[config.mk]
export PLATFORM = sky130hd
export DESIGN_NAME = eight_bit_cpu_alu_with_flags
export DESIGN_NICKNAME = d
export VERILOG_FILES = /design/src/sv/ebalu_pkg.sv /design/src/sv/eight_bit_cpu_alu_with_flags.sv
export SDC_FILE = /design/constraint.sdc
export NUM_CORES = 1
export LEC_CHECK = 0
export BUFFER_PORTS_ARGS = -buffer_cell sky130_fd_sc_hd__buf_2
export CORE_MARGIN = 5
export CORE_UTILIZATION = 58
export CTS_CLUSTER_DIAMETER = 60
export DETAILED_ROUTE_END_ITERATION = 8
export HOLD_SLACK_MARGIN = 0.02
export PLACE_DENSITY_LB_ADDON = 0.12
export SLEW_MARGIN = 20
export SYNTH_ARGS = -nofsm -noshare
export SYNTH_HDL_FRONTEND = slang
export SYNTH_SLANG_ARGS = --single-unit
[constraint.sdc]
create_clock -name clk -period 5 [get_ports clk]
set_clock_uncertainty 0.1 [all_clocks]
set_input_delay 1.5 -clock clk [delete_from_list [all_inputs] [get_ports clk]]
set_output_delay 1.5 -clock clk [all_outputs]
set_load 0.005 [all_outputs]
[src/sv/ebalu_pkg.sv]
// operation codes and helper types for the eight-bit alu
package ebalu_pkg;

  localparam int unsigned OpWidth   = 5;
  localparam int unsigned DataWidth = 8;

  typedef logic [OpWidth-1:0]   op_t;
  typedef logic [DataWidth-1:0] byte_t;

  // operation codes
  localparam op_t OP_ADD = 5'd0;
  localparam op_t OP_ADC = 5'd1;
  localparam op_t OP_SUB = 5'd2;
  localparam op_t OP_SBB = 5'd3;
  localparam op_t OP_ANA = 5'd4;
  localparam op_t OP_XRA = 5'd5;
  localparam op_t OP_ORA = 5'd6;
  localparam op_t OP_CMP = 5'd7;
  localparam op_t OP_INR = 5'd8;
  localparam op_t OP_DCR = 5'd9;
  localparam op_t OP_DAA = 5'd10;
  localparam op_t OP_RLC = 5'd11;
  localparam op_t OP_RRC = 5'd12;
  localparam op_t OP_RAL = 5'd13;
  localparam op_t OP_RAR = 5'd14;
  localparam op_t OP_CMA = 5'd15;
  localparam op_t OP_STC = 5'd16;
  localparam op_t OP_CMC = 5'd17;

  // decimal adjust constants
  localparam logic [3:0] BcdMax    = 4'h9;
  localparam byte_t      AdjLow    = 8'h06;
  localparam byte_t      AdjHigh   = 8'h60;

  // captured input item
  typedef struct packed {
    op_t   op;
    byte_t acc;
    byte_t opnd;
    logic  cy;
    logic  ac;
  } item_t;

endpackage

[src/sv/eight_bit_cpu_alu_with_flags.sv]
// eight-bit accumulator alu with zero, sign, parity, carry and aux carry flags
//
// Usage:
//   An item is taken at a rising edge where start is high and busy is low.
//   busy is low whenever the block is out of reset, so one item can be
//   given in every cycle. Ports op, acc_in, operand, carry_in and
//   aux_carry_in carry the item.
//   Each item gives one result, shown on result, write_result and the five
//   flag outputs for exactly one cycle while done is high.
//   An item passes through the input register and then the result register;
//   its result is shown while done is high.
//   Throughput is one item per cycle outside reset, set by the input register,
//   a single adder pass and the result register.
//   The receiver cannot hold results off; it must take each one while done
//   is high.
//   Reset (rst, synchronous, active high) drops any item in flight and
//   holds busy high while asserted.
module eight_bit_cpu_alu_with_flags (
  input  logic                  clk,
  input  logic                  rst,
  input  logic                  start,
  output logic                  busy,
  input  ebalu_pkg::op_t        op,
  input  ebalu_pkg::byte_t      acc_in,
  input  ebalu_pkg::byte_t      operand,
  input  logic                  carry_in,
  input  logic                  aux_carry_in,
  output logic                  done,
  output ebalu_pkg::byte_t      result,
  output logic                  write_result,
  output logic                  zero_flag,
  output logic                  sign_flag,
  output logic                  parity_flag,
  output logic                  carry_out,
  output logic                  aux_carry_out
);
  import ebalu_pkg::*;

  item_t      item;
  logic       item_vld;

  byte_t      add_b;
  logic       add_cin;
  logic [8:0] add_sum;
  logic [4:0] add_low;

  byte_t      res_next;
  logic       wr_next;
  logic       cy_next;
  logic       ac_next;
  byte_t      daa_corr;
  logic       daa_hi;

  // never stalls outside reset
  assign busy = rst;

  // input register
  always_ff @(posedge clk) begin
    if (rst) begin
      item_vld <= 1'b0;
    end else begin
      item_vld <= start && !busy;
    end
    if (start && !busy) begin
      item.op   <= op;
      item.acc  <= acc_in;
      item.opnd <= operand;
      item.cy   <= carry_in;
      item.ac   <= aux_carry_in;
    end
  end

  // decimal adjust correction
  always_comb begin
    daa_corr = '0;
    daa_hi   = item.cy || (item.acc[7:4] > BcdMax) ||
               ((item.acc[7:4] >= BcdMax) && (item.acc[3:0] > BcdMax));
    if ((item.acc[3:0] > BcdMax) || item.ac) begin
      daa_corr = daa_corr | AdjLow;
    end
    if (daa_hi) begin
      daa_corr = daa_corr | AdjHigh;
    end
  end

  // adder operand selection
  always_comb begin
    add_b   = item.opnd;
    add_cin = 1'b0;
    case (item.op)
      OP_ADC: begin
        add_cin = item.cy;
      end
      OP_SUB, OP_CMP: begin
        add_b   = ~item.opnd;
        add_cin = 1'b1;
      end
      OP_SBB: begin
        add_b   = ~item.opnd;
        add_cin = ~item.cy;
      end
      OP_INR: begin
        add_b = 8'h01;
      end
      OP_DCR: begin
        add_b = 8'hFF;
      end
      OP_DAA: begin
        add_b = daa_corr;
      end
      default: begin
        add_b = item.opnd;
      end
    endcase
  end

  // shared adder with carry out of bits three and seven
  assign add_sum = {1'b0, item.acc} + {1'b0, add_b} + {8'd0, add_cin};
  assign add_low = {1'b0, item.acc[3:0]} + {1'b0, add_b[3:0]} + {4'd0, add_cin};

  // result and carry selection
  always_comb begin
    res_next = item.acc;
    wr_next  = 1'b1;
    cy_next  = item.cy;
    ac_next  = item.ac;
    case (item.op)
      OP_ADD, OP_ADC: begin
        res_next = add_sum[7:0];
        cy_next  = add_sum[8];
        ac_next  = add_low[4];
      end
      OP_SUB, OP_SBB: begin
        res_next = add_sum[7:0];
        cy_next  = ~add_sum[8];
        ac_next  = add_low[4];
      end
      OP_CMP: begin
        res_next = add_sum[7:0];
        cy_next  = ~add_sum[8];
        ac_next  = add_low[4];
        wr_next  = 1'b0;
      end
      OP_ANA: begin
        res_next = item.acc & item.opnd;
        cy_next  = 1'b0;
        ac_next  = 1'b0;
      end
      OP_XRA: begin
        res_next = item.acc ^ item.opnd;
        cy_next  = 1'b0;
        ac_next  = 1'b0;
      end
      OP_ORA: begin
        res_next = item.acc | item.opnd;
        cy_next  = 1'b0;
        ac_next  = 1'b0;
      end
      OP_INR, OP_DCR: begin
        res_next = add_sum[7:0];
        ac_next  = add_low[4];
      end
      OP_DAA: begin
        res_next = add_sum[7:0];
        ac_next  = add_low[4];
        cy_next  = item.cy | daa_hi;
      end
      OP_RLC: begin
        res_next = {item.acc[6:0], item.acc[7]};
        cy_next  = item.acc[7];
      end
      OP_RRC: begin
        res_next = {item.acc[0], item.acc[7:1]};
        cy_next  = item.acc[0];
      end
      OP_RAL: begin
        res_next = {item.acc[6:0], item.cy};
        cy_next  = item.acc[7];
      end
      OP_RAR: begin
        res_next = {item.cy, item.acc[7:1]};
        cy_next  = item.acc[0];
      end
      OP_CMA: begin
        res_next = ~item.acc;
      end
      OP_STC: begin
        cy_next = 1'b1;
        wr_next = 1'b0;
      end
      OP_CMC: begin
        cy_next = ~item.cy;
        wr_next = 1'b0;
      end
      default: begin
        // unused codes behave as no operation
        wr_next = 1'b0;
      end
    endcase
  end

  // result register
  always_ff @(posedge clk) begin
    if (rst) begin
      done <= 1'b0;
    end else begin
      done <= item_vld;
    end
    if (item_vld) begin
      result        <= res_next;
      write_result  <= wr_next;
      zero_flag     <= (res_next == '0);
      sign_flag     <= res_next[7];
      parity_flag   <= ~(^res_next);
      carry_out     <= cy_next;
      aux_carry_out <= ac_next;
    end
  end

endmodule

==> summary.txt, run 1 <==
Worst setup path
  • Critical path peak fanout: 6
  • Critical Path Start: item[20]$_DFFE_PP_
  • Critical path launch point type: flop
  • Crit end category: flop
  • Crit Path Class: reg2reg
  • Reg-to-Reg Start: item[20]$_DFFE_PP_
  • Worst Path Arrival: 4.04 ns
  • CP required: roughly 4.9 ns
  • R2R depth: 14

Floorplan
  • I/O Pins: 42
  • Std-Cell Rows: 25
  • Die area: between 6000 and 7000 um^2
  • Initial Util: 0.605
  • Die X: 80.7 um
  • Core Footprint: 4790 um^2
  • Die Ht: 80.7 um

Clocking
  • Post-CTS Setup Bufs: 0
  • Hold-fix buffer count after cts: 0
  • H-tree levels: 2
  • CTS tree: built
  • Max Buffers Root-to-Sink: 2
  • Cts repair resizes: 0
  • CTS root buf: clkbuf_8
  • Clock latency on the worst-skew pair: roughly 0.29 ns
  • Number of buffers created by CTS: 5
  • CTS sink count: 38
  • Clock slew at reported path FFs: approximately 0.070 ns

Synth
  • Yosys cell types: 65
  • Yosys warnings: 0
  • Post-Syn Area: around 2900 um^2
  • Mapped Cells: 298
  • Syn nets: 353
  • Synth area leaders: edfxtp_1 (37%), ha_1 (12%), o21ai_0 (3.6%)
  • Top-area cell type share of the netlist area: 0.373
  • Post-synth ARST share: 0
  • Yosys top cell by area: edfxtp_1
  • Share of the yosys chip area belonging to registers: 0.387
  • Avg Synthesized Cell Area: 9.72 um^2
  • Synthesized flop and latch total: 38
  • Number of enable flip-flop cells after synthesis: 36
  • Ys flop type: edfxtp_1

Cells and area
  • Most frequent cells in the layout: buf_2 (41), edfxtp_1 (36), ha_1 (27)
  • Layout Nets: around 390
  • Commonest non-fill, non-tap cell in the layout: buf_2
  • # diodes: 0
  • Filler cell count in the final layout: 387
  • Fraction of layout cells with a size suffix above 1: 0.182
  • Syn-to-layout area delta: 10.9%
  • Finished Cell Area: between 3000 and 4000 um^2

Global route
  • Pin count of the biggest net entering global routing: 26
  • Congestion Overflow GR: 0
  • Antenna violations before repair: 0
  • GRT Overall Usage: 0.240
  • First-pass GRT wire length: 11700 um
  • Vias in the first global route: 2307

Timing
  • RSZ-0062 raised after global routing: false
  • Crit path time final: 4.09 ns
  • Worst Max-Slew Pin Slew: 0.694 ns
  • Slew Limit Fails: 0
  • Hold Fails Final Rpt: 0
  • Final period utilization: 0.819
  • Max Fclk: about 0.24 GHz
  • WHS: 0.608 ns
  • Setup TNS: 0 ns
  • Setup violators final: 0
  • Slew Limit Headroom: 0.526

Drt
  • WL/cell: approximately 18 um
  • Vias per inst: 6.23
  • Final WL: 7240 um
  • Total vias in the final route: 2505
  • Antenna-violating nets left: 0
  • # DRC: 0
  • 1st-pass router iterations: 5
  • Iteration-0 DRC Markers: around 350

Placement
  • DP HPWL: 5520 um
  • PortBufs: 41
  • Cell Area, Placed: 3130 um^2
  • Final estimated routing congestion in global placement: 0.958

Run
  • Max Cap Viol: 0

Hold path
  • Hold Crit Class: reg2reg
  • Hold depth: 0
  • HP Start: item_vld$_SDFF_PP0_

Pwr
  • Worst vdd ir: 0.195 mV
  • Total Power: 892 uW
  • Pwr Density: 277 nW/um^2
  • Leakage power total: 0.00133 uW

Status
  • Status: completed
-- critical path, cell delays in order (launching register included) --
cell and delay, ns:
edfxtp_1 0.46, nand2b_1 0.25, nand2_1 0.19, o21ai_0 0.19, o311ai_0 0.20, fa_1 0.48
fa_1 0.42, a21o_1 0.18, a211oi_1 0.31, o21ai_0 0.15, xor2_1 0.21, a21oi_1 0.10
ha_1 0.33, xnor2_1 0.14, xnor2_1 0.12
-- registers in the layout (all words and copies together), names as in the netlist --
signal and cells:
aux_carry_out 1, carry_out 1, done 1, item 23
item_vld 1, parity_flag 1, result 8, write_result 1
zero_flag 1
-- cells by family (layout without fill, tap and decap cells) --
kind of cell,Yosys count,after routing,share of synthesized area
fa+ha+maj,29,29,0.130
compound gates,93,93,0.226
buf+inv,36,73,0.0587
simple gates,90,90,0.161
flops,38,38,0.387
mux,2,2,0.00691
xor+xnor,10,10,0.0302
-- layout make-up --
type                    count  area [um^2]  area share
multi-input cells         224         1610       0.502
inverters                  19         71.3      0.0222
well taps                  67         83.8      0.0261
clock inverters             2         8.76     0.00272
clock buffers               6         72.6      0.0226
repair buffers             46          243      0.0755
flip-flops and latches     38         1120       0.349
-- routing by layer --
layer / wire length (um) / vias to the layer above / track usage
li1: - / 1188 / -
met1: 3050 / 1132 / 0.320
met2: 3280 / 156 / 0.374
met3: 668 / 29 / 0.0504
met4: 237 / 0 / 0.101
met5: 0 / - / 0
-- cell usage after synthesis, types with 5 or more instances --
cell type	count
edfxtp_1	36
ha_1	27
nor2_1	25
nand2_1	24
o21ai_0	21
inv_1	19
a21oi_1	16
nor2b_1	8
o22ai_1	8
buf_2	7
nand2b_1	5
o21a_1	5
xnor2_1	5
xor2_1	5
-- report_power, final --
group	total, uW	internal [uW]	leakage [uW]	switching (uW)
Sequential	415	385	0.000352	29.6
Clock	203	95.9	0.0000426	108
Combinational	273	121	0.000934	152
Total	892	602	0.00133	290
-- final timing paths --
path	slack [ns]	endpoint
max	0.91	parity_flag$_DFFE_PP_
max reg2reg	0.91	parity_flag$_DFFE_PP_
min	0.61	zero_flag$_DFFE_PP_
min reg2reg	0.61	zero_flag$_DFFE_PP_
-- stage by stage --
step / setup WS (ns) / std cells / util
floorplan: 1.16 / 298 / -
global placement: 1.07 / 394 / 0.654
detailed placement: 0.997 / 394 / 0.654
CTS: 0.968 / 402 / 0.671
global route: 0.643 / 402 / 0.672
finish: 0.906 / 402 / 0.672
Power figures use the tool's default switching activity.
==> run 2, diff against run 1 <==
==> constraint.sdc (replaced) <==
create_clock -name clk -period 4.1 [get_ports clk]
set_clock_uncertainty 0.1 [all_clocks]
set_input_delay 1.23 -clock clk [delete_from_list [all_inputs] [get_ports clk]]
set_output_delay 1.23 -clock clk [all_outputs]
set_load 0.005 [all_outputs]
==> run 2 against run 1 <==
Clock power increased by 85%. Maximum frequency increased by 5.2%. Via count increased by 3.6%. Cell count increased by 3.0%. First-iteration DRC count decreased by 16%. Die area unchanged. Hold slack improved by 0.0051 ns. Flip-flop and latch count unchanged. Non-clock buffer count increased by 12. Critical endpoint unchanged. Largest power group unchanged.
==> summary.txt, run 2 (synthesis gave the netlist of run 1 again) <==
Pwr
  • Worst vdd ir: 0.257 mV (was 0.195 mV)
  • Switching share of power: 0.299 (was 0.325)
  • Pwr Density: 369 nW/um^2 (was 277 nW/um^2)
  • Comb power frac: 0.294 (was 0.307)
  • Leakage power total: 0.00141 uW (was 0.00133 uW)
  • Psw: 370 uW (was 290 uW)
  • Clock share of power: 0.303 (was 0.228)
  • Internal power: 870 uW (was 602 uW)
  • Reg power frac: 0.403 (was 0.465)

Floorplan
  • Core Footprint: 4790 um^2 (unchanged)
  • Std-Cell Rows: 25 (unchanged)
  • I/O Pins: 42 (unchanged)
  • Initial Util: 0.605 (unchanged)
  • Die area: 6510 um^2 (unchanged)
  • Die Ht: 80.7 um (unchanged)
  • Die X: 80.7 um (unchanged)

Worst setup path
  • Reg-to-Reg Start: item[19]$_DFFE_PP_ (was item[20]$_DFFE_PP_)
  • Critical path peak fanout: 7 (was 6)
  • CP required: 4.04 ns (was 4.94 ns)
  • Critical path launch point type: flop (unchanged)
  • Crit Path Class: reg2reg (unchanged)
  • Crit end category: flop (unchanged)
  • Worst Path Arrival: 3.83 ns (was 4.04 ns)
  • Critical Path Start: item[19]$_DFFE_PP_ (was item[20]$_DFFE_PP_)

Drt
  • Final WL: 8060 um (was 7240 um)
  • Antenna-violating nets left: 0 (unchanged)
  • # DRC: 0 (unchanged)
  • WL/cell: 19.5 um (was 18.0 um)
  • 1st-pass router iterations: 5 (unchanged)
  • Total vias in the final route: 2595 (was 2505)
  • Vias per inst: 6.27 (was 6.23)
  • Iteration-0 DRC Markers: 293 (was 347)

Global route
  • Vias in the first global route: 2557 (was 2307)
  • Antenna violations before repair: 0 (unchanged)
  • GRT Overall Usage: 0.260 (was 0.240)
  • Pin count of the biggest net entering global routing: 26 (unchanged)
  • Congestion Overflow GR: 0 (unchanged)
  • First-pass GRT wire length: 12700 um (was 11700 um)

Clocking
  • CTS sink count: 38 (unchanged)
  • Hold-fix buffer count after cts: 0 (unchanged)
  • Max Buffers Root-to-Sink: 2 (unchanged)
  • Number of buffers created by CTS: 5 (unchanged)
  • CTS root buf: clkbuf_8 (unchanged)
  • H-tree levels: 2 (unchanged)
  • CTS tree: built (unchanged)
  • Clock slew at reported path FFs: 0.08 ns (was 0.07 ns)
  • Clock latency on the worst-skew pair: 0.29 ns (about the same)

Hold path
  • HP Start: item_vld$_SDFF_PP0_ (unchanged)
  • Hold Crit Class: reg2reg (unchanged)

Timing
  • Final setup margin: 0.207 ns (was 0.906 ns)
  • Worst Max-Slew Pin Slew: 0.718 ns (was 0.694 ns)
  • Hold Fails Final Rpt: 0 (unchanged)
  • Slew Limit Headroom: 0.509 (was 0.526)
  • Crit path time final: 3.89 ns (was 4.09 ns)
  • RSZ-0062 raised after global routing: false (unchanged)
  • Final period utilization: 0.950 (was 0.819)
  • Slew Limit Fails: 0 (unchanged)
  • Setup TNS: 0 ns (unchanged)
  • Setup violators final: 0 (unchanged)
  • Max Fclk: 0.257 GHz (was 0.244 GHz)

Placement
  • Setup Slack @ Placement: 0.262 ns (was 0.997 ns)
  • PortBufs: 41 (unchanged)
  • DP HPWL: 5890 um (was 5520 um)
  • Final estimated routing congestion in global placement: 0.967 (was 0.958)

Run
  • Max Cap Viol: 0 (unchanged)

Cells and area
  • Max FFs per register: 23 (unchanged)
  • Top reg by flops: item (unchanged)
  • Most frequent cells in the layout: buf_2 (41), edfxtp_1 (36), ha_1 (27) (unchanged)
  • Fraction of layout cells with a size suffix above 1: 0.219 (was 0.182)
  • Commonest non-fill, non-tap cell in the layout: buf_2 (unchanged)
  • Largest regs: item x23, result x8 (unchanged)
  • Post-layout util: 0.703 (was 0.672)
  • # diodes: 0 (unchanged)
  • Layout Nets: 401 (was 389)
  • Syn-to-layout area delta: 16.1% (was 10.9%)

Status
  • Status: completed (unchanged)
[run 2: cell types whose count changed in the layout (fill, tap and decap cells not counted), sizes merged]
cell / previous run / this run
buf: 46 / 58
bufinv: 0 / 2
clkbuf: 6 / 5
clkinv: 2 / 1
[run 2: metrics by stage]
| step | total power (uW) | hold WS (ns) | cells | instance area (um^2) |
|---|---|---|---|---|
| 2_1_floorplan | 744 | 0.436 | 298 | 2900 |
| 3_3_place_gp | 847 | 0.596 | 405 | 3210 |
| 3_5_place_dp | 856 | 0.608 | 405 | 3210 |
| 4_1_cts | 1230 | 0.614 | 413 | 3340 |
| 5_1_grt | 1300 | 0.622 | 414 | 3360 |
| 6_report | 1240 | 0.613 | 414 | 3360 |
[run 2: worst max-delay path, cell delays in order, from the launching register on]
cell and delay [ns]:
edfxtp_1 0.47, buf_4 0.18, buf_4 0.15, o21ai_0 0.08
nand2b_1 0.07, a211oi_1 0.37, o22ai_1 0.22, fa_1 0.48
a21o_1 0.22, a211oi_2 0.26, o21ai_0 0.12, xor2_1 0.20
a21oi_1 0.11, ha_1 0.35, xnor2_1 0.14, xnor2_1 0.13
[run 2: final cells by class]
type | instances | area, um^2
clock buffer | 5 | 68.8
multi-input combinational | 224 | 1620
tap | 67 | 83.8
fill | 397 | 1420
timing repair buffer | 58 | 333
inverter | 19 | 71.3
clock inverter | 3 | 63.8
sequential | 38 | 1120
[run 2: power groups by stage]
stage          Sequential (uW)  Clock (uW)  Combinational (uW)
3_3_place_gp               507           0                 340
2_1_floorplan              502           0                 242
6_report                   500         375                 365
5_1_grt                    503         400                 402
4_1_cts                    500         380                 351
3_5_place_dp               509           0                 347
[run 2: what timing repair did]
item	4_1_cts	5_1_grt
resized for setup	0	3
buffers inserted	0	1
setup endpoints to repair	0	1
[run 2: layer usage]
metal / GRT usage / routed length [um] / share of wire / vias to the layer above
li1: - / - / - / 1218
met1: 0.326 / 3430 / 0.43 / 1214
met2: 0.427 / 3700 / 0.46 / 139
met3: 0.0717 / 703 / 0.087 / 24
met4: 0.0912 / 214 / 0.027 / 0
met5: 0 / 0 / 0 / -
[run 2: path summary, 6_finish.rpt]
path              cells after the start  slack (ns)                      to
hold / removal                        0        0.61  write_result$_DFFE_PP_
setup / recovery                     15        0.21   parity_flag$_DFFE_PP_
hold reg to reg                       0        0.61  write_result$_DFFE_PP_
setup reg to reg                     15        0.21   parity_flag$_DFFE_PP_
